===== config.mk =====
export PLATFORM = sky130hd
export DESIGN_NAME = lcd_pixel_pack_9bit_serializer_top
export DESIGN_NICKNAME = d
export VERILOG_FILES = /design/src/lpp_pkg.sv /design/src/lpp_front.sv /design/src/lpp_queue.sv /design/src/lpp_back.sv /design/src/lcd_pixel_pack_9bit_serializer_top.sv
export SDC_FILE = /design/constraint.sdc
export NUM_CORES = 1
export LEC_CHECK = 0
export ABC_CLOCK_PERIOD_IN_PS = 5850
export CORE_UTILIZATION = 35
export DETAILED_ROUTE_END_ITERATION = 8
export DONT_BUFFER_PORTS = 1
export GPL_ROUTABILITY_DRIVEN = 0
export GPL_TIMING_DRIVEN = 1
export SLEW_MARGIN = 20
export SYNTH_ARGS = -nofsm -noshare
export SYNTH_HDL_FRONTEND = slang
export SYNTH_SLANG_ARGS = --single-unit
export TNS_END_PERCENT = 20

===== constraint.sdc =====
create_clock -name clk -period 5.85 [get_ports clk]
set_clock_uncertainty 0.15 [all_clocks]
set_input_delay 0.585 -clock clk [delete_from_list [all_inputs] [get_ports clk]]
set_output_delay 0.585 -clock clk [all_outputs]
set_load 0.005 [all_outputs]

===== src/lpp_pkg.sv =====
// ----------------------------------------------------------------------------
// lpp_pkg
// Shared types and constants for the nine-bit serial LCD pixel packer.
// ----------------------------------------------------------------------------
package lpp_pkg;

	localparam logic [1:0] OP_CMD   = 2'd0;
	localparam logic [1:0] OP_DATA  = 2'd1;
	localparam logic [1:0] OP_PIXEL = 2'd2;

	localparam logic MODE_RGB565 = 1'b0;
	localparam logic MODE_RGB444 = 1'b1;

	localparam int unsigned QDEPTH = 2;
	localparam int unsigned QPTR_W = $clog2(QDEPTH);
	localparam int unsigned QCNT_W = $clog2(QDEPTH + 1);

	localparam int unsigned BITCNT_W = 4;
	localparam logic [BITCNT_W-1:0] LAST_BIT_IDX = 4'd8;

	// One queued job: up to three bytes, oldest byte in the top bits.
	typedef struct packed {
		logic [1:0]  nwords;
		logic        flag0;
		logic [23:0] bytes;
	} job_t;

endpackage


===== src/lpp_front.sv =====
// ----------------------------------------------------------------------------
// lpp_front
// Accepts items, holds the pixel mode and the RGB444 half pair, and turns each
// command, data or pixel item into a byte job for the queue (others dropped).
// ----------------------------------------------------------------------------
module lpp_front (
	input  logic             clk,
	input  logic             arst_n,
	input  logic             pixel_mode_we,
	input  logic             pixel_mode,
	input  logic             push,
	output logic             full,
	input  logic [1:0]       opcode,
	input  logic [7:0]       byte_value,
	input  logic [7:0]       red,
	input  logic [7:0]       green,
	input  logic [7:0]       blue,
	input  logic             q_full,
	output logic             q_wr_en,
	output lpp_pkg::job_t    q_wr_data
);
	import lpp_pkg::*;

	logic       mode_q;
	logic       pair_phase_q;
	logic [7:0] held_rg_q;
	logic [3:0] held_b_q;
	logic       accept;
	logic       job_vld;
	logic       hold_pixel;

	assign full   = q_full;
	assign accept = push && !q_full;

	always_comb begin
		job_vld    = 1'b0;
		hold_pixel = 1'b0;
		q_wr_data  = '0;
		unique case (opcode)
			OP_CMD, OP_DATA: begin
				job_vld          = 1'b1;
				q_wr_data.nwords = 2'd1;
				q_wr_data.flag0  = opcode[0];
				q_wr_data.bytes  = {byte_value, 16'h0000};
			end
			OP_PIXEL: begin
				if (mode_q == MODE_RGB565) begin
					job_vld          = 1'b1;
					q_wr_data.nwords = 2'd2;
					q_wr_data.flag0  = 1'b1;
					q_wr_data.bytes  = {red[7:3], green[7:5], green[4:2], blue[7:3], 8'h00};
				end else if (!pair_phase_q) begin
					hold_pixel = 1'b1;
				end else begin
					job_vld          = 1'b1;
					q_wr_data.nwords = 2'd3;
					q_wr_data.flag0  = 1'b1;
					q_wr_data.bytes  = {held_rg_q, held_b_q, red[7:4], green[7:4], blue[7:4]};
				end
			end
			default: begin
				// unused opcode: dropped
			end
		endcase
	end

	assign q_wr_en = accept && job_vld;

	always_ff @(posedge clk or negedge arst_n) begin
		if (!arst_n) begin
			mode_q       <= MODE_RGB565;
			pair_phase_q <= 1'b0;
			held_rg_q    <= '0;
			held_b_q     <= '0;
		end else begin
			if (pixel_mode_we)
				mode_q <= pixel_mode;
			if (accept && opcode == OP_PIXEL && mode_q == MODE_RGB444) begin
				pair_phase_q <= !pair_phase_q;
				if (hold_pixel) begin
					held_rg_q <= {red[7:4], green[7:4]};
					held_b_q  <= blue[7:4];
				end
			end
		end
	end

endmodule


===== src/lpp_queue.sv =====
// ----------------------------------------------------------------------------
// lpp_queue
// Short job queue between the front end and the serializer.
// ----------------------------------------------------------------------------
module lpp_queue (
	input  logic          clk,
	input  logic          arst_n,
	input  logic          wr_en,
	input  lpp_pkg::job_t wr_data,
	output logic          full,
	input  logic          rd_en,
	output lpp_pkg::job_t rd_data,
	output logic          not_empty
);
	import lpp_pkg::*;

	job_t              mem_q [QDEPTH];
	logic [QPTR_W-1:0] wr_ptr_q;
	logic [QPTR_W-1:0] rd_ptr_q;
	logic [QCNT_W-1:0] count_q;

	assign full      = count_q == QCNT_W'(QDEPTH);
	assign not_empty = count_q != '0;
	assign rd_data   = mem_q[rd_ptr_q];

	always_ff @(posedge clk) begin
		if (wr_en)
			mem_q[wr_ptr_q] <= wr_data;
	end

	always_ff @(posedge clk or negedge arst_n) begin
		if (!arst_n) begin
			wr_ptr_q <= '0;
			rd_ptr_q <= '0;
			count_q  <= '0;
		end else begin
			if (wr_en)
				wr_ptr_q <= wr_ptr_q + 1'b1;
			if (rd_en)
				rd_ptr_q <= rd_ptr_q + 1'b1;
			if (wr_en && !rd_en)
				count_q <= count_q + 1'b1;
			else if (rd_en && !wr_en)
				count_q <= count_q - 1'b1;
		end
	end

`ifndef SYNTHESIS
	a_no_overflow: assert property (@(posedge clk) disable iff (!arst_n)
		!(wr_en && full && !rd_en))
		else $error("job queue written while full");

	a_no_underflow: assert property (@(posedge clk) disable iff (!arst_n)
		rd_en |-> not_empty)
		else $error("job queue read while empty");
`endif

endmodule


===== src/lpp_back.sv =====
// ----------------------------------------------------------------------------
// lpp_back
// Serializer: takes byte jobs from the queue and shifts out nine-bit words
// (flag, then the byte MSB first) into a one-entry output register.
// ----------------------------------------------------------------------------
module lpp_back (
	input  logic          clk,
	input  logic          arst_n,
	input  logic          q_not_empty,
	input  lpp_pkg::job_t q_rd_data,
	output logic          q_rd_en,
	output logic          serial_bit,
	output logic          word_start,
	output logic          last_bit,
	output logic          empty,
	input  logic          pop
);
	import lpp_pkg::*;

	logic                active_q;
	logic [23:0]         data_q;
	logic                flag_q;
	logic [BITCNT_W-1:0] bit_cnt_q;
	logic [1:0]          words_left_q;
	logic                out_vld_q;
	logic                out_bit_q;
	logic                out_ws_q;
	logic                out_last_q;

	logic adv;
	logic word_last;
	logic job_last;
	logic load;
	logic nxt_bit;

	assign adv       = active_q && (!out_vld_q || pop);
	assign word_last = bit_cnt_q == LAST_BIT_IDX;
	assign job_last  = word_last && words_left_q == 2'd1;
	assign load      = q_not_empty && (!active_q || (adv && job_last));
	assign nxt_bit   = (bit_cnt_q == '0) ? flag_q : data_q[23];
	assign q_rd_en   = load;

	assign serial_bit = out_bit_q;
	assign word_start = out_ws_q;
	assign last_bit   = out_last_q;
	assign empty      = !out_vld_q;

	always_ff @(posedge clk or negedge arst_n) begin
		if (!arst_n) begin
			active_q     <= 1'b0;
			bit_cnt_q    <= '0;
			words_left_q <= '0;
			out_vld_q    <= 1'b0;
		end else begin
			if (adv)
				out_vld_q <= 1'b1;
			else if (pop)
				out_vld_q <= 1'b0;

			if (load) begin
				active_q     <= 1'b1;
				bit_cnt_q    <= '0;
				words_left_q <= q_rd_data.nwords;
			end else if (adv) begin
				if (job_last) begin
					active_q <= 1'b0;
				end else if (word_last) begin
					bit_cnt_q    <= '0;
					words_left_q <= words_left_q - 2'd1;
				end else begin
					bit_cnt_q <= bit_cnt_q + 1'b1;
				end
			end
		end
	end

	always_ff @(posedge clk) begin
		if (adv) begin
			out_bit_q  <= nxt_bit;
			out_ws_q   <= bit_cnt_q == '0;
			out_last_q <= job_last;
		end
		if (load) begin
			data_q <= q_rd_data.bytes;
			flag_q <= q_rd_data.flag0;
		end else if (adv) begin
			if (word_last)
				flag_q <= 1'b1;
			// flag bit does not consume a data bit
			if (bit_cnt_q != '0)
				data_q <= {data_q[22:0], 1'b0};
		end
	end

`ifndef SYNTHESIS
	a_ws_not_last: assert property (@(posedge clk) disable iff (!arst_n)
		!empty |-> !(word_start && last_bit))
		else $error("word start and last bit on the same transfer");

	a_words_left: assert property (@(posedge clk) disable iff (!arst_n)
		active_q |-> (words_left_q != 2'd0 && bit_cnt_q <= LAST_BIT_IDX))
		else $error("serializer counters out of range");

	a_load_active: assert property (@(posedge clk) disable iff (!arst_n)
		load |=> active_q)
		else $error("job load did not start the serializer");
`endif

endmodule


===== src/lcd_pixel_pack_9bit_serializer_top.sv =====
// ----------------------------------------------------------------------------
// lcd_pixel_pack_9bit_serializer_top
// Packs command bytes, data bytes and RGB pixels into a nine-bit serial stream.
// ----------------------------------------------------------------------------
// Input channel: push/full with opcode, byte_value, red, green, blue. An item
// transfers on a clock edge with push high and full low.
// Output channel: empty/pop; one result per serial bit (serial_bit,
// word_start, last_bit). A result transfers on an edge with pop high and
// empty low; last_bit marks the final bit of an item.
// pixel_mode is written by pixel_mode_we; the user must do so only while the
// block is idle, which it does not enforce (0 RGB565, 1 RGB444 pixel pairs).
// An item's bits pass the job queue, the serializer and the output register.
// The serializer gives one bit per cycle unless the output register holds an
// unpopped bit; an item is 9 (byte), 18 (RGB565 pixel) or 27 (completed RGB444
// pair) bits; a two-entry job queue lets the next items transfer while the
// serializer is busy, and full rises once both entries are taken.
// Reset clears the mode to RGB565, drops any held pixel and empties the queue
// and output register. When pop stays low the output bit holds, the
// serializer stops, and the queue fills until full is raised.
// ----------------------------------------------------------------------------
module lcd_pixel_pack_9bit_serializer_top (
	input  logic       clk,
	input  logic       arst_n,
	input  logic       pixel_mode_we,
	input  logic       pixel_mode,
	input  logic       push,
	output logic       full,
	input  logic [1:0] opcode,
	input  logic [7:0] byte_value,
	input  logic [7:0] red,
	input  logic [7:0] green,
	input  logic [7:0] blue,
	output logic       empty,
	input  logic       pop,
	output logic       serial_bit,
	output logic       word_start,
	output logic       last_bit
);
	import lpp_pkg::*;

	job_t wr_job;
	job_t rd_job;
	logic q_wr_en;
	logic q_full;
	logic q_rd_en;
	logic q_not_empty;

	lpp_front u_front (
		.clk           (clk),
		.arst_n        (arst_n),
		.pixel_mode_we (pixel_mode_we),
		.pixel_mode    (pixel_mode),
		.push          (push),
		.full          (full),
		.opcode        (opcode),
		.byte_value    (byte_value),
		.red           (red),
		.green         (green),
		.blue          (blue),
		.q_full        (q_full),
		.q_wr_en       (q_wr_en),
		.q_wr_data     (wr_job)
	);

	lpp_queue u_queue (
		.clk       (clk),
		.arst_n    (arst_n),
		.wr_en     (q_wr_en),
		.wr_data   (wr_job),
		.full      (q_full),
		.rd_en     (q_rd_en),
		.rd_data   (rd_job),
		.not_empty (q_not_empty)
	);

	lpp_back u_back (
		.clk         (clk),
		.arst_n      (arst_n),
		.q_not_empty (q_not_empty),
		.q_rd_data   (rd_job),
		.q_rd_en     (q_rd_en),
		.serial_bit  (serial_bit),
		.word_start  (word_start),
		.last_bit    (last_bit),
		.empty       (empty),
		.pop         (pop)
	);

endmodule

==> flow_metrics.py <==
metrics = {
    "final_layout": {
        "final_nets": 365,
        "fillers": 1189,
        "antenna_cells": 0,
        "layout-drive-gt1-share_pct": 12.9,
        "synthToLayoutAreaGrowth_pct": 11.0,
        "fin_area_mm2": 0.00507,
    },
    "outcome": {
        "status": "complete, no violations",
    },
    "floorplanning": {
        "die_y_um": 116,
        "die-width_um": 116,
        "rows": 41,
        "fp.coreArea_mm2": 0.0127,
        "start_util_pct": 36.0,
        "io_pins": 45,
        "dieArea_mm2": 0.0135,
    },
    "worst_setup_path": {
        "worstPathArrival_ns": 2.77,
        "required_ns": 5.71,
        "start_kind": "register",
        "crit_type": "reg2reg",
        "worstSetupEndpointType": "register",
        "cp_max_fo": 55,
    },
    "global_route": {
        "grt_usage_pct": 12.1,
        "grt_pass1_vias": 2414,
        "antenna_found_initial": 0,
        "grt_pass1_wl_mm": 12.1,
        "grt_max_degree": 56,
        "globalRouteOverflowTotal": 0,
    },
    "synthesis": {
        "synth_top_cell_by_area": "edfxtp_1",
        "synthTopCellsByCount": "82 x edfxtp_1, 29 x nor2_1, 28 x mux2i_1",
        "netlist_instances": 318,
        "ys.warnings.count": 0,
        "ys.flop_type": "edfxtp_1",
        "ys_seq_area_share_pct": 68.2,
        "synth_fp_nets": 362,
        "synth_top_area_share_pct": 53.9,
        "yosysMostFrequentCell": "edfxtp_1",
        "netlist_area_mm2": 0.00457,
        "synth_async_sr_flop_share_pct": 24.1,
        "ys_ff_latch": 108,
        "synthDistinctLibCells": 33,
        "synthTopCellsByArea": "edfxtp_1 54%, dfrtp_1 14%, mux2i_1 6.1%, mux2_2 3.5%, a21oi_1 3.0%",
        "synth_edf_count": 82,
        "syn_avg_cell_area_um2": 14.4,
    },
    "sta": {
        "finalWorstSetupSlack_ns": 2.94,
        "whs_ns": 0.188,
        "slew_violations": 0,
        "finalCritPeriodShare_pct": 49.8,
        "hold_viol": 0,
        "tns_ns": 0,
        "layout_min_cycle_time_ns": 2.91,
        "fmax_ghz": 0.343,
        "tightest_slew_ns": 0.945,
        "rsz0062_at_grt": "false",
        "relSlewSlack_pct": 36.7,
        "setup_viol": 0,
    },
    "placed_design": {
        "port_buffers": 0,
        "place_hpwl_mm": 4.83,
        "placed_cell_area_mm2": 0.00473,
        "place_ws_ns": 2.95,
    },
    "routing": {
        "drtIter0Drc": 139,
        "detail-route-antenna-nets": 0,
        "num_vias": 2396,
        "drt_wl_total_mm": 7.38,
        "dr.pass1.iters": 4,
        "routed_via_density": 4.81,
        "wl_per_cell_um": 14.8,
        "drc": 0,
    },
    "clock_tree": {
        "htree_levels": 3,
        "path_clk_slew_ns": 0.07,
        "root_buffer": "clkbuf_16",
        "insertion_delay_ns": 0.34,
        "clockBufferDepth": 2,
        "ctsResizeCount": 0,
        "numCtsBuffers": 9,
        "clock_sinks": 108,
        "tritoncts": "built",
    },
    "power_and_ir_drop": {
        "powerDensity_mw_per_mm2": 421,
        "power_leakage_nw": 1.99,
        "ir_worst_vdd_v": 0.000177,
        "p_total_mw": 2.13,
    },
    "flow_run": {
        "drv_cap": 0,
    },
    "worst_hold_path": {
        "min_path_type": "in2reg",
    },
}
per-stage QoR:
stage | utilization [%] | instances
floorplan | - | 318
global placement | 37.4 | 480
detailed placement | 37.4 | 480
CTS | 40.0 | 498
global route | 40.0 | 498
finish | 40.0 | 498
cell usage in the layout (no fill, tap or decap), types with 3 or more instances in the layout:
master / synthesis / final
a22o_1: 8 / 8
nand2b_1: 5 / 5
mux2i_1: 28 / 28
a221o_1: 8 / 8
dfrtp_1: 26 / 26
nor2_1: 29 / 29
o21ai_0: 9 / 8
edfxtp_1: 82 / 82
ha_1: 4 / 4
nand3_1: 5 / 5
nand2_1: 11 / 11
xnor2_1: 3 / 3
xor2_1: 3 / 3
inv_1: 11 / 11
mux2_2: 14 / 14
a21oi_1: 27 / 27
buf_4: 4 / 5
and2_1: 10 / 10
clkbuf_16: 0 / 9
nor2b_1: 10 / 9
where the power goes:
part	total, mW	switching (mW)	internal, mW
Sequential	1.14	0.0890	1.05
Combinational	0.391	0.215	0.175
Clock	0.604	0.259	0.345
Total	2.13	0.564	1.57
layout make-up:
type                       count  area [µm²]  share of cell area (%)
clock inverter                 5        60.1                    1.19
tap                          172         215                    4.25
multi-input combinational    184        1330                    26.2
clock buffer                  11         243                    4.79
timing repair buffer           7        67.6                    1.33
inverter                      11        41.3                   0.815
sequential                   108        3110                    61.4
critical path: stages, from the launching register on:
cell	delay [ns]
dfrtp_1	0.42
inv_1	0.09
ha_1	0.28
nand4b_4	0.18
o31ai_4	0.23
buf_4	0.48
inv_1	0.29
o21ai_2	0.10
buf_4	0.32
cells by family after synthesis:
logic type | share of synthesized area (%)
XOR/XNOR | 1.15
AO/OA/AOI/OAI | 8.30
buffers and inverters | 2.99
adder cells (fa/ha/maj) | 1.10
flip-flops | 68.2
multiplexers | 9.59
AND/OR/NAND/NOR | 8.69
repair_timing:
item                       4_1_cts  5_1_grt
setup endpoints to repair        0        0
setup buffers                    0        0
hold endpoints to repair        26        0
hold buffers                     2        0
layer usage:
metal,GRT usage [%],vias to the layer above,share of wire (%)
met5,0,-,0
met4,6.67,0,2.3
met3,3.06,9,3.4
met2,19.0,39,46
met1,15.5,1181,48
li1,-,1167,-
sequential cells by signal, indices dropped and copies added, names as in the netlist, 2 cells and up:
name / flops
u_queue.mem_q: 54
u_back.data_q: 24
u_front.held_rg_q: 8
u_back.bit_cnt_q: 4
u_front.held_b_q: 4
u_back.words_left_q: 2
u_queue.count_q: 2
worst paths after layout:
path | startpoint | endpoint | slack, ns | cells past startpoint
setup reg to reg | u_back.bit_cnt_q[0] | u_back.data_q[15] | 2.94 | 8
setup / recovery | u_back.bit_cnt_q[0] | u_back.data_q[15] | 2.94 | 8
max in group asynchronous | arst_n | u_front.held_rg_q[0] | 4.86 | 2
hold / removal | pixel_mode_we | u_front.mode_q | 0.19 | 1
hold reg to reg | u_queue.wr_ptr_q | u_queue.wr_ptr_q | 0.36 | 1
min in group asynchronous | arst_n | u_back.words_left_q[1] | 0.53 | 2
Power figures use the tool's default switching activity.
